===== config.mk =====
export PLATFORM = sky130hd
export DESIGN_NAME = image_histogram_mean_median
export DESIGN_NICKNAME = d
export VERILOG_FILES = /design/src/ihmm_pkg.sv /design/src/ihmm_divider.sv /design/src/ihmm_hist.sv /design/src/image_histogram_mean_median.sv
export SDC_FILE = /design/constraint.sdc
export NUM_CORES = 1
export LEC_CHECK = 0
export ABC_AREA = 1
export BUFFER_PORTS_ARGS = -buffer_cell sky130_fd_sc_hd__buf_2
export CORE_MARGIN = 2
export CORE_UTILIZATION = 36
export CTS_CLUSTER_SIZE = 16
export DETAILED_ROUTE_END_ITERATION = 12
export HOLD_SLACK_MARGIN = 0.15
export PLACE_DENSITY_LB_ADDON = 0.3
export SLEW_MARGIN = 5
export SYNTH_ARGS = -nofsm -noshare
export SYNTH_HDL_FRONTEND = slang
export SYNTH_SLANG_ARGS = --single-unit

===== constraint.sdc =====
create_clock -name aclk -period 17.2 [get_ports aclk]
set_input_delay 0.86 -clock aclk [delete_from_list [all_inputs] [get_ports aclk]]
set_output_delay 0.86 -clock aclk [all_outputs]
set_load 0.01 [all_outputs]

===== src/ihmm_pkg.sv =====
// Package for the image histogram mean/median block: widths, types, the
// controller state encoding and the pixel-to-bin mapping function.
// Used by every module under src; depends on nothing.
package ihmm_pkg;

    localparam int NUM_BINS    = 15;
    localparam int CLASS_WIDTH = 17;
    localparam int BIN_W       = 4;
    localparam int PIX_W       = 8;
    localparam int COUNT_W     = 25;
    localparam int SUM_W       = 32;
    localparam int DIV_W       = 32;
    localparam int DIV_CNT_W   = 5;

    localparam logic [COUNT_W-1:0] MAX_PIXELS = 25'd16777216;
    localparam logic [BIN_W-1:0]   LAST_BIN   = 4'(NUM_BINS - 1);

    typedef logic [BIN_W-1:0]   bin_idx_t;
    typedef logic [PIX_W-1:0]   pix_t;
    typedef logic [COUNT_W-1:0] count_t;
    typedef logic [SUM_W-1:0]   sum_t;
    typedef logic [DIV_W-1:0]   div_word_t;

    typedef enum logic [2:0] {
        ST_ACCUM,
        ST_MEAN_START,
        ST_MEAN_WAIT,
        ST_WALK,
        ST_MED_START,
        ST_MED_WAIT,
        ST_DONE
    } state_t;

    typedef struct packed {
        logic     inc;
        logic     clear;
        pix_t     pixel;
        bin_idx_t addr;
    } hist_cmd_t;

    typedef struct packed {
        logic start;
    } div_ctrl_t;

    typedef struct packed {
        logic busy;
        logic done;
    } div_stat_t;

    // Bin 0 holds 0..17; bin k holds 17k+1..17(k+1), so the bin is the number
    // of class edges 17k (k = 1..14) that the pixel lies above.
    function automatic bin_idx_t bin_of(input pix_t p);
        bin_idx_t b;
        b = '0;
        for (int k = 1; k < NUM_BINS; k++) begin
            if (p > PIX_W'(CLASS_WIDTH * k)) begin
                b = b + 4'd1;
            end
        end
        return b;
    endfunction

endpackage


===== src/ihmm_divider.sv =====
// Shared restoring divider, one quotient bit per cycle for a 32-bit quotient.
// Used for both the mean and the median interpolation; depends on ihmm_pkg.
module ihmm_divider (
    input  logic                   aclk,
    input  logic                   aresetn,
    input  ihmm_pkg::div_ctrl_t    ctrl,
    input  ihmm_pkg::div_word_t    dividend,
    input  ihmm_pkg::count_t       divisor,
    output ihmm_pkg::div_stat_t    stat,
    output ihmm_pkg::div_word_t    quotient
);

    logic                              busy_reg;
    logic                              done_reg;
    logic [ihmm_pkg::DIV_CNT_W-1:0]    cnt_reg;
    ihmm_pkg::div_word_t               quo_reg;
    ihmm_pkg::count_t                  rem_reg;
    logic [ihmm_pkg::COUNT_W:0]        shifted;
    logic [ihmm_pkg::COUNT_W+1:0]      diff;
    logic                              borrow;

    assign shifted = {rem_reg, quo_reg[ihmm_pkg::DIV_W-1]};
    assign diff    = {1'b0, shifted} - {2'b00, divisor};
    assign borrow  = diff[ihmm_pkg::COUNT_W+1];

    always_ff @(posedge aclk) begin
        if (!aresetn) begin
            busy_reg <= 1'b0;
            done_reg <= 1'b0;
            cnt_reg  <= '0;
        end else begin
            done_reg <= 1'b0;
            if (ctrl.start) begin
                busy_reg <= 1'b1;
                cnt_reg  <= '0;
            end else if (busy_reg) begin
                cnt_reg <= cnt_reg + 1'b1;
                if (cnt_reg == {ihmm_pkg::DIV_CNT_W{1'b1}}) begin
                    busy_reg <= 1'b0;
                    done_reg <= 1'b1;
                end
            end
        end
    end

    always_ff @(posedge aclk) begin
        if (ctrl.start) begin
            quo_reg <= dividend;
            rem_reg <= '0;
        end else if (busy_reg) begin
            quo_reg <= {quo_reg[ihmm_pkg::DIV_W-2:0], ~borrow};
            rem_reg <= borrow ? shifted[ihmm_pkg::COUNT_W-1:0]
                              : diff[ihmm_pkg::COUNT_W-1:0];
        end
    end

    assign stat.busy = busy_reg;
    assign stat.done = done_reg;
    assign quotient  = quo_reg;

endmodule


===== src/ihmm_hist.sv =====
// Histogram store: fifteen bin counters, the pixel count and the pixel sum,
// with one shared bin address for update and readout. Depends on ihmm_pkg.
module ihmm_hist (
    input  logic                aclk,
    input  logic                aresetn,
    input  ihmm_pkg::hist_cmd_t cmd,
    output ihmm_pkg::count_t    rd_count,
    output ihmm_pkg::count_t    pixel_count,
    output ihmm_pkg::sum_t      pixel_sum
);

    ihmm_pkg::count_t bins_reg [ihmm_pkg::NUM_BINS];
    ihmm_pkg::count_t count_reg;
    ihmm_pkg::sum_t   sum_reg;
    logic             addr_ok;

    assign addr_ok  = (cmd.addr <= ihmm_pkg::LAST_BIN);
    assign rd_count = addr_ok ? bins_reg[cmd.addr] : '0;

    always_ff @(posedge aclk) begin
        if (!aresetn || cmd.clear) begin
            for (int i = 0; i < ihmm_pkg::NUM_BINS; i++) begin
                bins_reg[i] <= '0;
            end
            count_reg <= '0;
            sum_reg   <= '0;
        end else if (cmd.inc) begin
            if (addr_ok) begin
                bins_reg[cmd.addr] <= rd_count + 1'b1;
            end
            count_reg <= count_reg + 1'b1;
            sum_reg   <= sum_reg + ihmm_pkg::SUM_W'(cmd.pixel);
        end
    end

    assign pixel_count = count_reg;
    assign pixel_sum   = sum_reg;

endmodule


===== src/image_histogram_mean_median.sv =====
// Top level: accepts one pixel beat per cycle while accumulating; the last
// pixel of an image starts a sequencer that runs the shared divider for the
// mean, walks the bins and runs the divider again for the median. An empty
// image skips the divisions and the walk and goes straight to the result.
// Pixels of the next image are accepted while the previous result waits.
// Synchronous active-low reset clears the histogram store and all control.
module image_histogram_mean_median (
    input  logic                aclk,
    input  logic                aresetn,
    input  logic                s_valid,
    output logic                s_ready,
    input  ihmm_pkg::pix_t      s_pixel,
    input  logic                s_last_pixel,
    output logic                m_valid,
    input  logic                m_ready,
    output ihmm_pkg::pix_t      m_mean_value,
    output ihmm_pkg::pix_t      m_median_value
);

    ihmm_pkg::state_t     state_reg;
    ihmm_pkg::state_t     state_next;

    ihmm_pkg::hist_cmd_t  hist_cmd;
    ihmm_pkg::count_t     rd_count;
    ihmm_pkg::count_t     pixel_count;
    ihmm_pkg::sum_t       pixel_sum;

    ihmm_pkg::div_ctrl_t  div_ctrl;
    ihmm_pkg::div_stat_t  div_stat;
    ihmm_pkg::div_word_t  div_dividend;
    ihmm_pkg::count_t     div_divisor;
    ihmm_pkg::div_word_t  quotient;
    logic                 med_sel;

    ihmm_pkg::bin_idx_t   walk_idx_reg;
    ihmm_pkg::count_t     run_reg;
    ihmm_pkg::count_t     half_reg;
    ihmm_pkg::count_t     before_reg;
    ihmm_pkg::count_t     fk_reg;
    ihmm_pkg::bin_idx_t   k_reg;
    ihmm_pkg::pix_t       mean_reg;
    ihmm_pkg::pix_t       median_reg;

    logic                 m_valid_reg;
    ihmm_pkg::pix_t       m_mean_reg;
    ihmm_pkg::pix_t       m_median_reg;

    ihmm_pkg::count_t     new_run;
    logic                 walk_hit;
    logic                 med_skip;
    ihmm_pkg::count_t     med_diff;
    ihmm_pkg::div_word_t  med_num;
    ihmm_pkg::pix_t       k_base;
    logic                 out_free;
    logic                 out_load;
    logic                 accept;
    logic                 room;

    ihmm_hist u_hist (
        .aclk        (aclk),
        .aresetn     (aresetn),
        .cmd         (hist_cmd),
        .rd_count    (rd_count),
        .pixel_count (pixel_count),
        .pixel_sum   (pixel_sum)
    );

    ihmm_divider u_divider (
        .aclk     (aclk),
        .aresetn  (aresetn),
        .ctrl     (div_ctrl),
        .dividend (div_dividend),
        .divisor  (div_divisor),
        .stat     (div_stat),
        .quotient (quotient)
    );

    assign accept   = s_valid && s_ready;
    assign room     = (pixel_count < ihmm_pkg::MAX_PIXELS);
    assign new_run  = run_reg + rd_count;
    assign walk_hit = (new_run >= half_reg) || (walk_idx_reg == ihmm_pkg::LAST_BIN);
    assign med_skip = (fk_reg == '0) || (half_reg < before_reg);
    assign med_diff = half_reg - before_reg;
    assign med_num  = (ihmm_pkg::DIV_W'(med_diff) << 4) + ihmm_pkg::DIV_W'(med_diff);
    assign k_base   = ({4'b0000, k_reg} << 4) + {4'b0000, k_reg};
    assign out_free = !m_valid_reg || m_ready;

    assign div_dividend = med_sel ? med_num : ihmm_pkg::DIV_W'(pixel_sum);
    assign div_divisor  = med_sel ? fk_reg : pixel_count;

    always_comb begin
        state_next = state_reg;
        case (state_reg)
            ihmm_pkg::ST_ACCUM: begin
                if (accept && s_last_pixel) begin
                    state_next = ihmm_pkg::ST_MEAN_START;
                end
            end
            ihmm_pkg::ST_MEAN_START: begin
                state_next = (pixel_count == '0) ? ihmm_pkg::ST_DONE
                                                 : ihmm_pkg::ST_MEAN_WAIT;
            end
            ihmm_pkg::ST_MEAN_WAIT: begin
                if (div_stat.done) begin
                    state_next = ihmm_pkg::ST_WALK;
                end
            end
            ihmm_pkg::ST_WALK: begin
                if (walk_hit) begin
                    state_next = ihmm_pkg::ST_MED_START;
                end
            end
            ihmm_pkg::ST_MED_START: begin
                state_next = med_skip ? ihmm_pkg::ST_DONE : ihmm_pkg::ST_MED_WAIT;
            end
            ihmm_pkg::ST_MED_WAIT: begin
                if (div_stat.done) begin
                    state_next = ihmm_pkg::ST_DONE;
                end
            end
            ihmm_pkg::ST_DONE: begin
                if (out_free) begin
                    state_next = ihmm_pkg::ST_ACCUM;
                end
            end
            default: begin
                state_next = ihmm_pkg::ST_ACCUM;
            end
        endcase
    end

    always_comb begin
        s_ready        = 1'b0;
        hist_cmd.inc   = 1'b0;
        hist_cmd.clear = 1'b0;
        hist_cmd.pixel = s_pixel;
        hist_cmd.addr  = walk_idx_reg;
        div_ctrl.start = 1'b0;
        med_sel        = 1'b0;
        out_load       = 1'b0;
        case (state_reg)
            ihmm_pkg::ST_ACCUM: begin
                s_ready       = 1'b1;
                hist_cmd.addr = ihmm_pkg::bin_of(s_pixel);
                hist_cmd.inc  = s_valid && room;
            end
            ihmm_pkg::ST_MEAN_START: begin
                div_ctrl.start = (pixel_count != '0);
            end
            ihmm_pkg::ST_MEAN_WAIT: begin
                med_sel = 1'b0;
            end
            ihmm_pkg::ST_WALK: begin
                hist_cmd.addr = walk_idx_reg;
            end
            ihmm_pkg::ST_MED_START: begin
                med_sel        = 1'b1;
                div_ctrl.start = !med_skip;
            end
            ihmm_pkg::ST_MED_WAIT: begin
                med_sel = 1'b1;
            end
            ihmm_pkg::ST_DONE: begin
                out_load       = out_free;
                hist_cmd.clear = out_free;
            end
            default: begin
                s_ready = 1'b0;
            end
        endcase
    end

    always_ff @(posedge aclk) begin
        if (!aresetn) begin
            state_reg   <= ihmm_pkg::ST_ACCUM;
            m_valid_reg <= 1'b0;
        end else begin
            state_reg <= state_next;
            if (out_load) begin
                m_valid_reg <= 1'b1;
            end else if (m_ready) begin
                m_valid_reg <= 1'b0;
            end
        end
    end

    always_ff @(posedge aclk) begin
        case (state_reg)
            ihmm_pkg::ST_MEAN_START: begin
                mean_reg   <= '0;
                median_reg <= '0;
            end
            ihmm_pkg::ST_MEAN_WAIT: begin
                if (div_stat.done) begin
                    mean_reg     <= quotient[ihmm_pkg::PIX_W-1:0];
                    walk_idx_reg <= '0;
                    run_reg      <= '0;
                    half_reg     <= pixel_count >> 1;
                end
            end
            ihmm_pkg::ST_WALK: begin
                if (walk_hit) begin
                    k_reg      <= walk_idx_reg;
                    before_reg <= run_reg;
                    fk_reg     <= rd_count;
                end else begin
                    run_reg      <= new_run;
                    walk_idx_reg <= walk_idx_reg + 1'b1;
                end
            end
            ihmm_pkg::ST_MED_START: begin
                median_reg <= k_base;
            end
            ihmm_pkg::ST_MED_WAIT: begin
                if (div_stat.done) begin
                    median_reg <= k_base + quotient[ihmm_pkg::PIX_W-1:0];
                end
            end
            default: begin
                mean_reg <= mean_reg;
            end
        endcase
        if (out_load) begin
            m_mean_reg   <= mean_reg;
            m_median_reg <= median_reg;
        end
    end

    assign m_valid        = m_valid_reg;
    assign m_mean_value   = m_mean_reg;
    assign m_median_value = m_median_reg;

endmodule

==> results.md <==
* Most frequent cells in the layout: edfxtp_1, nand2_1, nor2_1
* Min-delay worst type: reg -> reg
* Largest register FFs at 400
* Yosys warns at 0
* Post_cts resized at 0
* Most common cell after layout, fill and taps aside: edfxtp_1
* DRC viols at 0
* Seq/Total Area, Yosys at 0.5278
* Avg Inst Size Synth at 9.443 um^2
* Hold-fix buffers at CTS at 0
* ANT nets after route at 0
* Outcome: complete, no violations
* Fin worst setup slack at 2778 ps
* Antenna violations before repair at 0
* EDFF count, synth at about 570
* Num Clock Sinks at 664
* Total wire length at slightly above 100 mm
* N_diodes at 0
* CP Data Required Time at 17480 ps
* Rows at 116
* Cells after Synth at 3814
* Die ar. at 0.1026 mm^2
* Worst path most repeated cell: nand2_1
* TritonCTS clock tree: done
* Wirelength per Cell at 19.65 um
* H-Tree Level Count at 3
* Vert. Die Dim at 320.3 um
* RSZ-0062 raised after global routing: false
* Initial core utilization at 0.3617
* WP data arrival at 14700 ps
* DP HPWL at ~66 mm
* Metal-1 WL at roughly 45 mm
* Routed length on met3 at 6.338 mm
* Core area at about 0.1 mm^2
* Grt total ovfl at 0
* Via count at between 20000 and 30000
* Iteration count of the initial detailed-routing pass at 5
* IO buf count at 30
* Startpoint types: input pin
* Highest routed metal layer: met4
* Max frequency at 0.06934 GHz
* Fin crit period at 14420 ps
* Detailed Route Iter0 Violations at 2406
* Fin. Hold Viols at 0
* First-pass GRT wire length at ~160 mm
* Kind of critical path: in -> reg
* Largest net degree at the start of global routing at 77
* Share of cells above drive strength 1 at 0.1103
* Flops & latches, synth at 664
* Slew margin rel. at 0.2363
* Prevailing post-synth register cell: edfxtp_1
* Final #Nets at 3985
* Final GP Congestion at roughly 0.88
* Post CTS Setup Buffer Count at 0
* Clk_skew at 23.32 ps
* Layout area overhead at 9.967%
* Setup crit end kind: register
* Max_cap viols at 0
* CP peak stage delay at ~700 ps
* Vias in the first global route at 26241
* FFs w/ async S/R, synth at 0
* Final setup vio count at 0
* Worst-margin pin slew at 1142 ps
* Dpl ws at 2144 ps
* Critical-path top delay cell: nand2_4
* Met2 Routed Length at 47.07 mm
* Max-slew violations at 0
* Clk Tree Root Cell: clkbuf_16
* Placed Cells at 5036
* Cell area after synthesis at 0.03602 mm^2
* Clock transition at path regs at 60 ps
* Tcrit/Tclk final at 0.8385
* I/O pin count at 31
* Clock latency at the later pin of the worst-skew pair at about 640 ps
* Clock tree buffer depth at 3
* Yosys cell types at 74
* CP max FO at 65
* Via density at 5.243
* CTS buffer count at 74
* Die W at roughly 320 um
* Total track usage at 0.1965
* Fill count at between 9000 and 10000
* Final setup TNS at 0 ps
* Cell Count, Final, Fillers Out at 5168
==> kinds of logic after synthesis <==
logic type,synth area share
xor gates and xnor gates,0.02223
other,0.0001041
buffers and inverters,0.07292
and+or+nand+nor,0.1933
adders and majority gates,0.05614
AOI/OAI and AO/OA,0.1275
DFF,0.5278
==> worst max-delay path, delay by kind of cell <==
| family | cells | cell delay, ps |
|---|---|---|
| buffers and inverters | 12 | 1390 |
| AND/OR/NAND/NOR | 39 | 5510 |
| AO/OA/AOI/OAI | 12 | 2390 |
| XOR/XNOR | 1 | 180 |
| adder cells (fa/ha/maj) | 15 | 4240 |
==> cell usage after synthesis (24+ instances only) <==
cell type  count  share of area
o22ai_1      136          0.024
nor2_1       547          0.057
buf_6         33          0.010
xor2_1        61          0.015
nor3_1        42         0.0058
inv_2         41         0.0043
a21oi_2       37         0.0090
edfxtp_1     571           0.48
nand2_2       32         0.0056
o21ai_1       36         0.0050
nand2_1      567          0.059
nand4_1       32         0.0056
a21oi_1      189          0.026
buf_4         25         0.0052
ha_1         152          0.053
clkbuf_1      64         0.0067
dfxtp_1       93          0.052
nand3_1      165          0.023
nor2_2        51         0.0089
a31oi_1       24         0.0042
o22a_1        28         0.0068
inv_1        393          0.041
o21ai_0      190          0.026
==> final cells by class <==
cell class	instances	area [um^2]	share of cell area
multi-input cells	2578	14560	0.3675
repair buffers	57	352.8	0.008909
flip-flops and latches	664	19010	0.4799
clock buffers	94	2021	0.05102
well taps	1298	1624	0.04100
clock inverters	38	390.4	0.009856
inverters	439	1655	0.04179
==> path summary, 6_finish.rpt <==
kind / from / end / slack, ps / cells after the start
max: s_pixel[6] / run_reg[21] / 2780 / 79
min: median_reg[6] / m_median_value[6] / 410 / 0
max reg2reg: state_reg[1] / run_reg[21] / 7860 / 39
min reg2reg: median_reg[6] / m_median_value[6] / 410 / 0
==> metal layers <==
metal,up-vias,global-route usage
met5,-,0
met4,0,0.05874
met3,154,0.03075
met2,839,0.3221
met1,12967,0.2678
li1,13138,-
==> per-stage QoR <==
stage          instance area (um^2)  utilization  hold slack (ps)
2_1_floorplan                 36110            -            400.3
3_3_place_gp                  37200       0.3736            404.0
3_5_place_dp                  37200       0.3736            404.5
4_1_cts                       39610       0.3978            418.3
5_1_grt                       39610       0.3978            420.7
6_report                      39610       0.3978            414.9
Power is not shown: default switching activity piles up to over one toggle a cycle in this logic, so the estimate is an artifact.
